--- src/hw/rtl/bnms_pkg.sv ---
// Shared constants, controller states, datapath commands and status for box NMS.
package bnms_pkg;

    localparam int DEF_MAX_BOXES  = 64;
    localparam int DEF_COORD_BITS = 12;
    localparam int SCORE_BITS     = 16;
    localparam int THR_BITS       = 16;
    localparam logic [THR_BITS-1:0] THR_RESET = 16'd29491;

    typedef enum logic [3:0] {
        ST_LOAD,
        ST_SCAN_INIT,
        ST_SCAN_RD,
        ST_SCAN_CMP,
        ST_SCAN_END,
        ST_FETCH_RD,
        ST_FETCH_CAP,
        ST_K_CHK,
        ST_K_RD,
        ST_K_OV,
        ST_K_MUL,
        ST_K_UNI,
        ST_K_CMP,
        ST_KEEP,
        ST_EMIT_LAST
    } state_t;

    typedef enum logic [3:0] {
        OP_NONE,
        OP_LOAD,
        OP_SCAN_INIT,
        OP_SCAN_RD,
        OP_SCAN_CMP,
        OP_FETCH_RD,
        OP_FETCH_CAP,
        OP_K_RD,
        OP_K_OV,
        OP_K_MUL,
        OP_K_UNI,
        OP_K_NEXT,
        OP_KEEP,
        OP_CLEAR
    } op_t;

    typedef struct packed {
        op_t  op;
        logic run_end;
    } cmd_t;

    typedef struct packed {
        logic found;
        logic scan_last;
        logic k_done;
        logic hit;
        logic pend_valid;
    } sts_t;

endpackage

--- src/hw/rtl/bnms_ctrl.sv ---
// Controller: sequences loading, selection scans, overlap checks and output.
module bnms_ctrl (
    input  logic           clk,
    input  logic           rst_n,
    input  logic           in_valid,
    input  logic           in_last,
    output logic           in_ready,
    output logic           out_valid,
    input  logic           out_ready,
    output bnms_pkg::cmd_t cmd,
    input  bnms_pkg::sts_t sts
);

    bnms_pkg::state_t state_reg, state_next;

    // state register
    always_ff @(posedge clk or negedge rst_n)
    begin
        if (!rst_n)
        begin
            state_reg <= bnms_pkg::ST_LOAD;
        end
        else
        begin
            state_reg <= state_next;
        end
    end

    // next state
    always_comb
    begin
        state_next = state_reg;
        unique case (state_reg)
            bnms_pkg::ST_LOAD:
            begin
                if (in_valid && in_last)
                begin
                    state_next = bnms_pkg::ST_SCAN_INIT;
                end
            end
            bnms_pkg::ST_SCAN_INIT: state_next = bnms_pkg::ST_SCAN_RD;
            bnms_pkg::ST_SCAN_RD:   state_next = bnms_pkg::ST_SCAN_CMP;
            bnms_pkg::ST_SCAN_CMP:
            begin
                state_next = sts.scan_last ? bnms_pkg::ST_SCAN_END : bnms_pkg::ST_SCAN_RD;
            end
            bnms_pkg::ST_SCAN_END:
            begin
                state_next = sts.found ? bnms_pkg::ST_FETCH_RD : bnms_pkg::ST_EMIT_LAST;
            end
            bnms_pkg::ST_FETCH_RD:  state_next = bnms_pkg::ST_FETCH_CAP;
            bnms_pkg::ST_FETCH_CAP: state_next = bnms_pkg::ST_K_CHK;
            bnms_pkg::ST_K_CHK:
            begin
                state_next = sts.k_done ? bnms_pkg::ST_KEEP : bnms_pkg::ST_K_RD;
            end
            bnms_pkg::ST_K_RD:  state_next = bnms_pkg::ST_K_OV;
            bnms_pkg::ST_K_OV:  state_next = bnms_pkg::ST_K_MUL;
            bnms_pkg::ST_K_MUL: state_next = bnms_pkg::ST_K_UNI;
            bnms_pkg::ST_K_UNI: state_next = bnms_pkg::ST_K_CMP;
            bnms_pkg::ST_K_CMP:
            begin
                state_next = sts.hit ? bnms_pkg::ST_SCAN_INIT : bnms_pkg::ST_K_CHK;
            end
            bnms_pkg::ST_KEEP:
            begin
                if (!sts.pend_valid || out_ready)
                begin
                    state_next = bnms_pkg::ST_SCAN_INIT;
                end
            end
            bnms_pkg::ST_EMIT_LAST:
            begin
                if (out_ready)
                begin
                    state_next = bnms_pkg::ST_LOAD;
                end
            end
            default: state_next = bnms_pkg::ST_LOAD;
        endcase
    end

    // outputs and datapath commands
    always_comb
    begin
        in_ready    = 1'b0;
        out_valid   = 1'b0;
        cmd.op      = bnms_pkg::OP_NONE;
        cmd.run_end = 1'b0;
        unique case (state_reg)
            bnms_pkg::ST_LOAD:
            begin
                in_ready = 1'b1;
                if (in_valid)
                begin
                    cmd.op = bnms_pkg::OP_LOAD;
                end
            end
            bnms_pkg::ST_SCAN_INIT: cmd.op = bnms_pkg::OP_SCAN_INIT;
            bnms_pkg::ST_SCAN_RD:   cmd.op = bnms_pkg::OP_SCAN_RD;
            bnms_pkg::ST_SCAN_CMP:  cmd.op = bnms_pkg::OP_SCAN_CMP;
            bnms_pkg::ST_FETCH_RD:  cmd.op = bnms_pkg::OP_FETCH_RD;
            bnms_pkg::ST_FETCH_CAP: cmd.op = bnms_pkg::OP_FETCH_CAP;
            bnms_pkg::ST_K_RD:      cmd.op = bnms_pkg::OP_K_RD;
            bnms_pkg::ST_K_OV:      cmd.op = bnms_pkg::OP_K_OV;
            bnms_pkg::ST_K_MUL:     cmd.op = bnms_pkg::OP_K_MUL;
            bnms_pkg::ST_K_UNI:     cmd.op = bnms_pkg::OP_K_UNI;
            bnms_pkg::ST_K_CMP:
            begin
                if (!sts.hit)
                begin
                    cmd.op = bnms_pkg::OP_K_NEXT;
                end
            end
            bnms_pkg::ST_KEEP:
            begin
                // previous survivor leaves before the new one takes its place
                out_valid = sts.pend_valid;
                if (!sts.pend_valid || out_ready)
                begin
                    cmd.op = bnms_pkg::OP_KEEP;
                end
            end
            bnms_pkg::ST_EMIT_LAST:
            begin
                out_valid   = 1'b1;
                cmd.run_end = 1'b1;
                if (out_ready)
                begin
                    cmd.op = bnms_pkg::OP_CLEAR;
                end
            end
            default:
            begin
            end
        endcase
    end

endmodule
--- config.mk ---
export PLATFORM = sky130hd
export DESIGN_NAME = bnms_ctrl
export DESIGN_NICKNAME = d
export VERILOG_FILES = /design/src/hw/rtl/bnms_pkg.sv /design/src/hw/rtl/bnms_ctrl.sv
export SDC_FILE = /design/constraint.sdc
export NUM_CORES = 1
export LEC_CHECK = 0
export ABC_AREA = 1
export BUFFER_PORTS_ARGS = -buffer_cell sky130_fd_sc_hd__buf_2
export CORE_AREA = 2 2 39 41
export CTS_BUF_LIST = sky130_fd_sc_hd__clkbuf_8 sky130_fd_sc_hd__clkbuf_16
export DETAILED_ROUTE_END_ITERATION = 12
export DIE_AREA = 0 0 41 43
export GPL_ROUTABILITY_DRIVEN = 0
export PLACE_DENSITY = 0.56
export SLEW_MARGIN = 40
export SYNTH_ARGS = -nofsm -noshare
export SYNTH_HDL_FRONTEND = slang
export SYNTH_SLANG_ARGS = --single-unit
--- constraint.sdc ---
create_clock -name clk -period 2.23 [get_ports clk]
set_clock_uncertainty 0.15 [all_clocks]
set_input_delay 0 -clock clk [delete_from_list [all_inputs] [get_ports clk]]
set_output_delay 0 -clock clk [all_outputs]
set_load 0.03 [all_outputs]
==> run summary, run 1 <==
The top fanout value on the critical path was 5; the final wirelength was 1240 µm. Via count: 598. The residual DRC count is 0, and the via count of the first global-routing pass is 521. The run gives 0 as the final number of hold-violating endpoints. The cell that appears most often on the critical path is nand2_1. Total track usage: 17.0%.

The flow ran to the end, and the final reports show no timing, DRC or antenna violations. Kind of start point of the critical path: a flop. In this run the power density over the cells is 1470 nW/µm².

TritonCTS created 3 clock buffers. The kind of critical path is flop to flop. At the pin with the least slew margin, the transition time is 0.311 ns.

Count of cells resized by post-cts repair: 0. For the sequential share of the synthesized area, the log shows 22.0%. The count of endpoints failing setup in the final report was 0; the maximum count of clock buffers along a single path was 2. The number of clock sinks is 4, and the share of the clock period used by the worst path after layout is 89.4%. The first-pass iteration count of the detailed router was 4. The tools report the I/O pin count as 17.

Row generation in the floorplan step produced 14 rows. 0 antenna diodes ended up in the layout. Yosys mapped the design onto 14 distinct sky130hd cell types. Synthesis handed over a netlist of 85 instances. The top cell types in the final layout, fill and taps aside, are nand2_1 (27), nor2_1 (16), buf_2 (16), inv_1 (14), nand3_1 (9). Setup repair after global routing left no endpoint under its margin. The peak clock frequency supported by timing is 502 MHz, and the source-to-sink clock delay at the later pin of the worst-skew pair is 0.21 ns.

The tools report the start of the worst register-to-register path as state_reg[3]. The average instance area after synthesis was 5.36 µm². After filler insertion, the fill cell instance count of the layout stands at 151. The starting DRC count in detailed routing was 14.

After global routing the overflow that remains totals 0. The wire-length estimate of the detail-placed layout is 1010 µm. The vias per cell is 4.71. After clock tree synthesis, the clock-pin slew on the worst setup and hold paths is 0.03 ns.

STA puts the critical path data arrival time at 1.93 ns. For the leakage power, the log shows 0.425 nW. Headroom to the max-slew limit came out at 79.2%. TritonCTS built the clock tree. The logs give 0 for the number of antenna violations at the first check in global routing and 0.683 mV for the peak supply drop. Yosys printed 0 warnings. The chip width works out to 41 µm. The critical path starts at state_reg[3]. The die covers 1760 µm².

The post-synthesis sequential element count was 4; the number of cell instances on the worst register-to-register path was 7. Share of the core filled with cells in the final layout: 48.2%. The critical path's slowest cell was dlygate4sd3_1. The worst hold path belongs to the class input pin to flop. Entering global routing, the biggest net connects 8 pins. In this run the vertical extent of the chip is 43 µm.

The logs give 2080 µm for the wire length of the first global-routing pass and 1380 µm² for the core box area. In this run the remaining antenna-violating nets after routing total 0. The number of flip-flops in the largest register is 4. Leaving out fill and tap cells, the most frequent cell in the layout is nand2_1. Together, buffers and inverters on the worst path number 2. Total of buffers placed on input and output ports: 16. Max capacitance violation total: 0. The clock tree root buffer cell was clkbuf_8. The number of H-tree levels is 1, and the count of final max-slew check failures is 0. Traced cell by cell, the critical path runs through nand2_1, inv_1, nand3b_1, nand2_1, nor2_1, nand3_1, dlygate4sd3_1. The number of nets in the layout was 123.

The tools report the worst hold path startpoint as sts[0]. The fraction of layout instances using a drive strength above 1 was 19.8%. Nature of the critical path endpoint: a flop. The cell count of the worst hold path was 5. The synthesis-to-finish area growth works out to 46.4%. The cell area after synthesis was 455 µm².

Dominant delay contributor by cell family on the critical path: buffers and inverters. Largest stage delay on the critical path: 0.57 ns. At the worst endpoint, the required time is 2.17 ns.

Subtracting the final worst setup slack from the clock period gives 1.99 ns. After detailed routing, the average wire length per cell comes to 9.78 µm. The initial standard-cell utilization of the core is 32.9%, and the number of gates on the worst path with buffers counted is 7. For the post-synthesis net count, the log shows 95.

Summed over all failing endpoints, the final setup total negative slack is 0 ns.
[cells by family (layout without fill, tap and decap cells)]
group / after synthesis / in the layout / synth area share (%)
flip-flops: 4 / 4 / 22.0
buffers and inverters: 15 / 41 / 12.4
AO/OA/AOI/OAI: 6 / 6 / 7.69
AND/OR/NAND/NOR: 60 / 60 / 58.0
[repair_timing]
item	CTS	global route
endpoints found under the hold margin	8	0
buffers inserted	0	0
hold buffers	7	0
[metrics by stage]
| stage | instance area [µm²] | hold slack, ns | std cells | setup WS [ns] | total power [W] |
|---|---|---|---|---|---|
| after floorplan | 455 | -0.446 | 85 | 0.601 | 0.000640 |
| after global placement | 556 | -0.338 | 117 | 0.789 | 0.000798 |
| after detailed placement | 556 | -0.339 | 117 | 0.770 | 0.000798 |
| after CTS | 667 | 0.0290 | 127 | 0.272 | 0.000983 |
| after global routing | 667 | 0.0841 | 127 | 0.0613 | 0.00107 |
| final | 667 | 0.0360 | 127 | 0.237 | 0.000978 |
[synth_stat cells, drive strengths merged]
cell type,n,area (µm²)
a21o,1,7.51
nand3b,3,22.5
o211ai,1,7.51
o21ai,1,5.00
a21oi,3,15.0
nand4,3,18.8
nor2,17,66.3
inv,15,56.3
dfrtp,4,100
nand2,27,101
nor3,1,10.0
nand3,9,45.0
[worst paths after layout]
kind / endpoint / slack (ns)
max reg2reg: state_reg[2] / 0.24
min in group asynchronous: state_reg[0] / 0.53
min reg2reg: state_reg[0] / 0.54
max: state_reg[2] / 0.24
max in group asynchronous: state_reg[3] / 1.23
min: state_reg[0] / 0.04
[metal layers]
layer	share of wire, %	vias up	wire (µm)	global-route usage, %
li1	-	319	-	-
met1	46	260	568	22.1
met2	49	17	607	26.9
met3	4.0	2	50	1.57
met4	1.3	0	16	8.00
met5	0	-	0	0
[tightest hold or removal path: stages]
cell,delay (ns)
buf_2,0.10
inv_1,0.06
nor2_1,0.04
nand3_1,0.10
nand2_1,0.06
[final cells by class]
type	count	area (µm²)	share of cell area, %
sequential	4	100	15.0
clock buffer	3	41.3	6.19
timing repair buffer	23	150	22.5
tap	16	20.0	3.00
multi-input combinational	66	299	44.8
inverter	15	56.3	8.44
[power breakdown]
part | leakage, nW | internal [W] | total, W | switching [W]
clock network | 0.0216 | 0.000115 | 0.000148 | 0.0000338
logic | 0.354 | 0.000219 | 0.000672 | 0.000453
registers | 0.0491 | 0.000110 | 0.000158 | 0.0000484
total | 0.425 | 0.000443 | 0.000978 | 0.000535
(Power assumes the default switching activity.)
==> inputs of run 2 (changes only) <==
- CELL_PAD_IN_SITES_DETAIL_PLACEMENT: not set -> 1
- CELL_PAD_IN_SITES_GLOBAL_PLACEMENT: not set -> 1
- CORE_AREA: 2 2 39 41 -> not set
- CORE_UTILIZATION: not set -> 31
- DIE_AREA: 0 0 41 43 -> not set
- PLACE_DENSITY: 0.56 -> 0.76
==> run summary, run 2 (same netlist as run 1, synthesis figures left out) <==
The worst hold path startpoint was out_ready. The tools report the number of CTS-inserted buffers as 3 (unchanged). The tools report the residual DRC count as 0 (unchanged).

The count of fill cells added during filler insertion was 206 (+36%). The flow ran to the end, and the final reports show no timing, DRC or antenna violations. Fraction of layout instances using a drive strength above 1: 20.2% (+0.36 points).

The tightest hold margin was 0.0175 ns (-0.0185 ns); the final cell count without fillers was 124 (-2.4%). The number of clock sinks was 4 (unchanged). The peak clock frequency supported by timing was 556 MHz (+11%); the final HPWL from detailed placement was 1160 µm (+15%). In this run the worst hold path is classified as input pin to flop. Setup repair after global routing left no endpoint under its margin. For the peak supply drop, the log shows 0.604 mV (-12%). The minimum clock period after layout is 1.80 ns (-0.194 ns). The logs give 2 (unchanged) for the maximum count of clock buffers along a single path and 34.1% (+1.2 points) for the initial standard-cell utilization of the core. The tools report the wire length of the first global-routing pass as 2360 µm (+14%).

The average wire length per cell after detail routing works out to 12.2 µm (+25%). Compared with the post-synthesis result, the final layout area differs by 41.8%. The run gives 0.22 ns (about the same) as the source-to-sink clock delay at the later pin of the worst-skew pair. The final wirelength was 1520 µm (+22%); the I/O pin count was 17 (unchanged). The arrival time at the worst endpoint is 1.65 ns (-0.28 ns), and the via count of the first global-routing pass is 534 (+2.5%). The number of flip-flops in the largest register came out at 4 (unchanged). The required time of the worst setup path is 2.08 ns (-0.09 ns), and the total power per unit cell area is 1520 nW/µm² (+3.6%). The share of the clock period used by the worst path after layout is 80.7% (-8.7 points), and the max capacitance violation total is 0 (unchanged).

TritonCTS built the clock tree. The number of H-tree levels is 1 (unchanged). The via count was 619 (+3.5%). The run gives 121 (-1.6%) as the number of nets in the layout.

The tools report the clock tree root buffer cell as clkbuf_8. The antenna diode instance count was 0 (unchanged); the post-route antenna net violation count was 0 (unchanged). The total of buffers placed on input and output ports works out to 16 (unchanged). The transition time of the tightest slew-check pin is 0.373 ns (+0.0614 ns), and the number of antenna violations at the first check in global routing is 0 (unchanged). The worst setup path is of the flop to primary output kind.

The run gives 6 (-8) as the starting DRC count in detailed routing. The vias per cell came out at 4.99 (+6.0%). The leakage power was 0.415 nW (-2.3%); the y dimension of the die was 40.3 µm (-6.2%). The kind of start point of the critical path is a flop.

The run gives 1330 µm² (-3.6%) as the core box area. The number of placement rows is 13 (-1), and the minimum setup slack after placement is 0.660 ns (-0.110 ns). The total power consumption of the routed design was 0.000982 W (+0.34%); the die area was 1630 µm² (-7.7%). The start of the worst register-to-register path was state_reg[0]. In the layout the commonest cells are nand2_1 (27), nor2_1 (16), buf_2 (16), inv_1 (14), nand3_1 (9). The top fanout value on the critical path was 7 (+2). Startpoint of the most critical setup path: state_reg[0]. The cell total after placement was 116 (-0.85%); the clock transition time at the flip-flop clock pins of the worst setup and hold paths was 0.03 ns (about the same). The tools report the worst slew margin relative to its limit as 75.1% (-4.1 points). The maximum number of pins on one net before global-route repair is 8 (unchanged). Leading cell type in the layout, fill and taps excluded: nand2_1.

The worst setup margin was 0.431 ns (+0.194 ns). The first-pass iteration count of the detailed router was 4 (unchanged); the final number of hold-violating endpoints was 0 (unchanged). The count of final max-slew check failures is 0 (unchanged). The chip width was 40.3 µm (-1.6%). The logs give 0 (unchanged) for the overall overflow remaining after global route and 0 ns (unchanged) for the total negative slack. The total track usage came out at 23.2% (+6.2 points). The count of endpoints failing setup in the final report was 0 (unchanged). The nature of the critical path endpoint is a primary output.
## run 2: cell count changes in the layout (fill, tap and decap cells not counted)
| cell | change |
|---|---|
| dlygate4sd3_1 | -2 |
## run 2: metrics by stage
| step | utilization [%] | instance area (µm²) |
|---|---|---|
| after global routing | 48.4 | 646 |
| after global placement | 41.6 | 554 |
| final | 48.4 | 646 |
| after CTS | 48.4 | 646 |
| after floorplan | - | 455 |
| after detailed placement | 41.6 | 554 |
## run 2: worst paths after layout
| check | endpoint | slack (ns) | cells past startpoint |
|---|---|---|---|
| max in group asynchronous | state_reg[0] | 1.24 | 3 |
| min | state_reg[0] | 0.02 | 4 |
| max reg2reg | state_reg[1] | 0.70 | 6 |
| min in group asynchronous | state_reg[1] | 0.52 | 3 |
| max | cmd[1] | 0.43 | 6 |
| min reg2reg | state_reg[2] | 0.54 | 2 |
## run 2: critical path, cell delays in order, from the launching register on
cell     delay, ns
dfrtp_1       0.44
nor2_1        0.35
nand2_1       0.16
nor2_1        0.16
nor2_1        0.07
nand4_1       0.06
buf_2         0.20
## run 2: routing by layer
layer	up-vias	wire [µm]	global-route usage [%]
li1	315	-	-
met1	285	718	29.4
met2	13	711	34.9
met5	-	0	0
met3	6	26	3.33
met4	0	59	17.5
## run 2: repair_timing
| action | 4_1_cts | 5_1_grt |
|---|---|---|
| buffers inserted | 0 | 0 |
| endpoints found under the hold margin | 7 | 0 |
| gates resized for setup | 0 | 0 |
| hold buffers | 5 | 0 |
## run 2: layout make-up
type	count	area (µm²)	area share, %
clock buffer	3	41.3	6.40
inverter	15	56.3	8.72
multi-input combinational	66	299	46.3
sequential	4	100	15.5
tap	15	18.8	2.91
timing repair buffer	21	130	20.2
## run 2: power by group
group          switching (W)  internal (W)
registers          0.0000503      0.000110
logic               0.000469      0.000198
clock network      0.0000390      0.000115
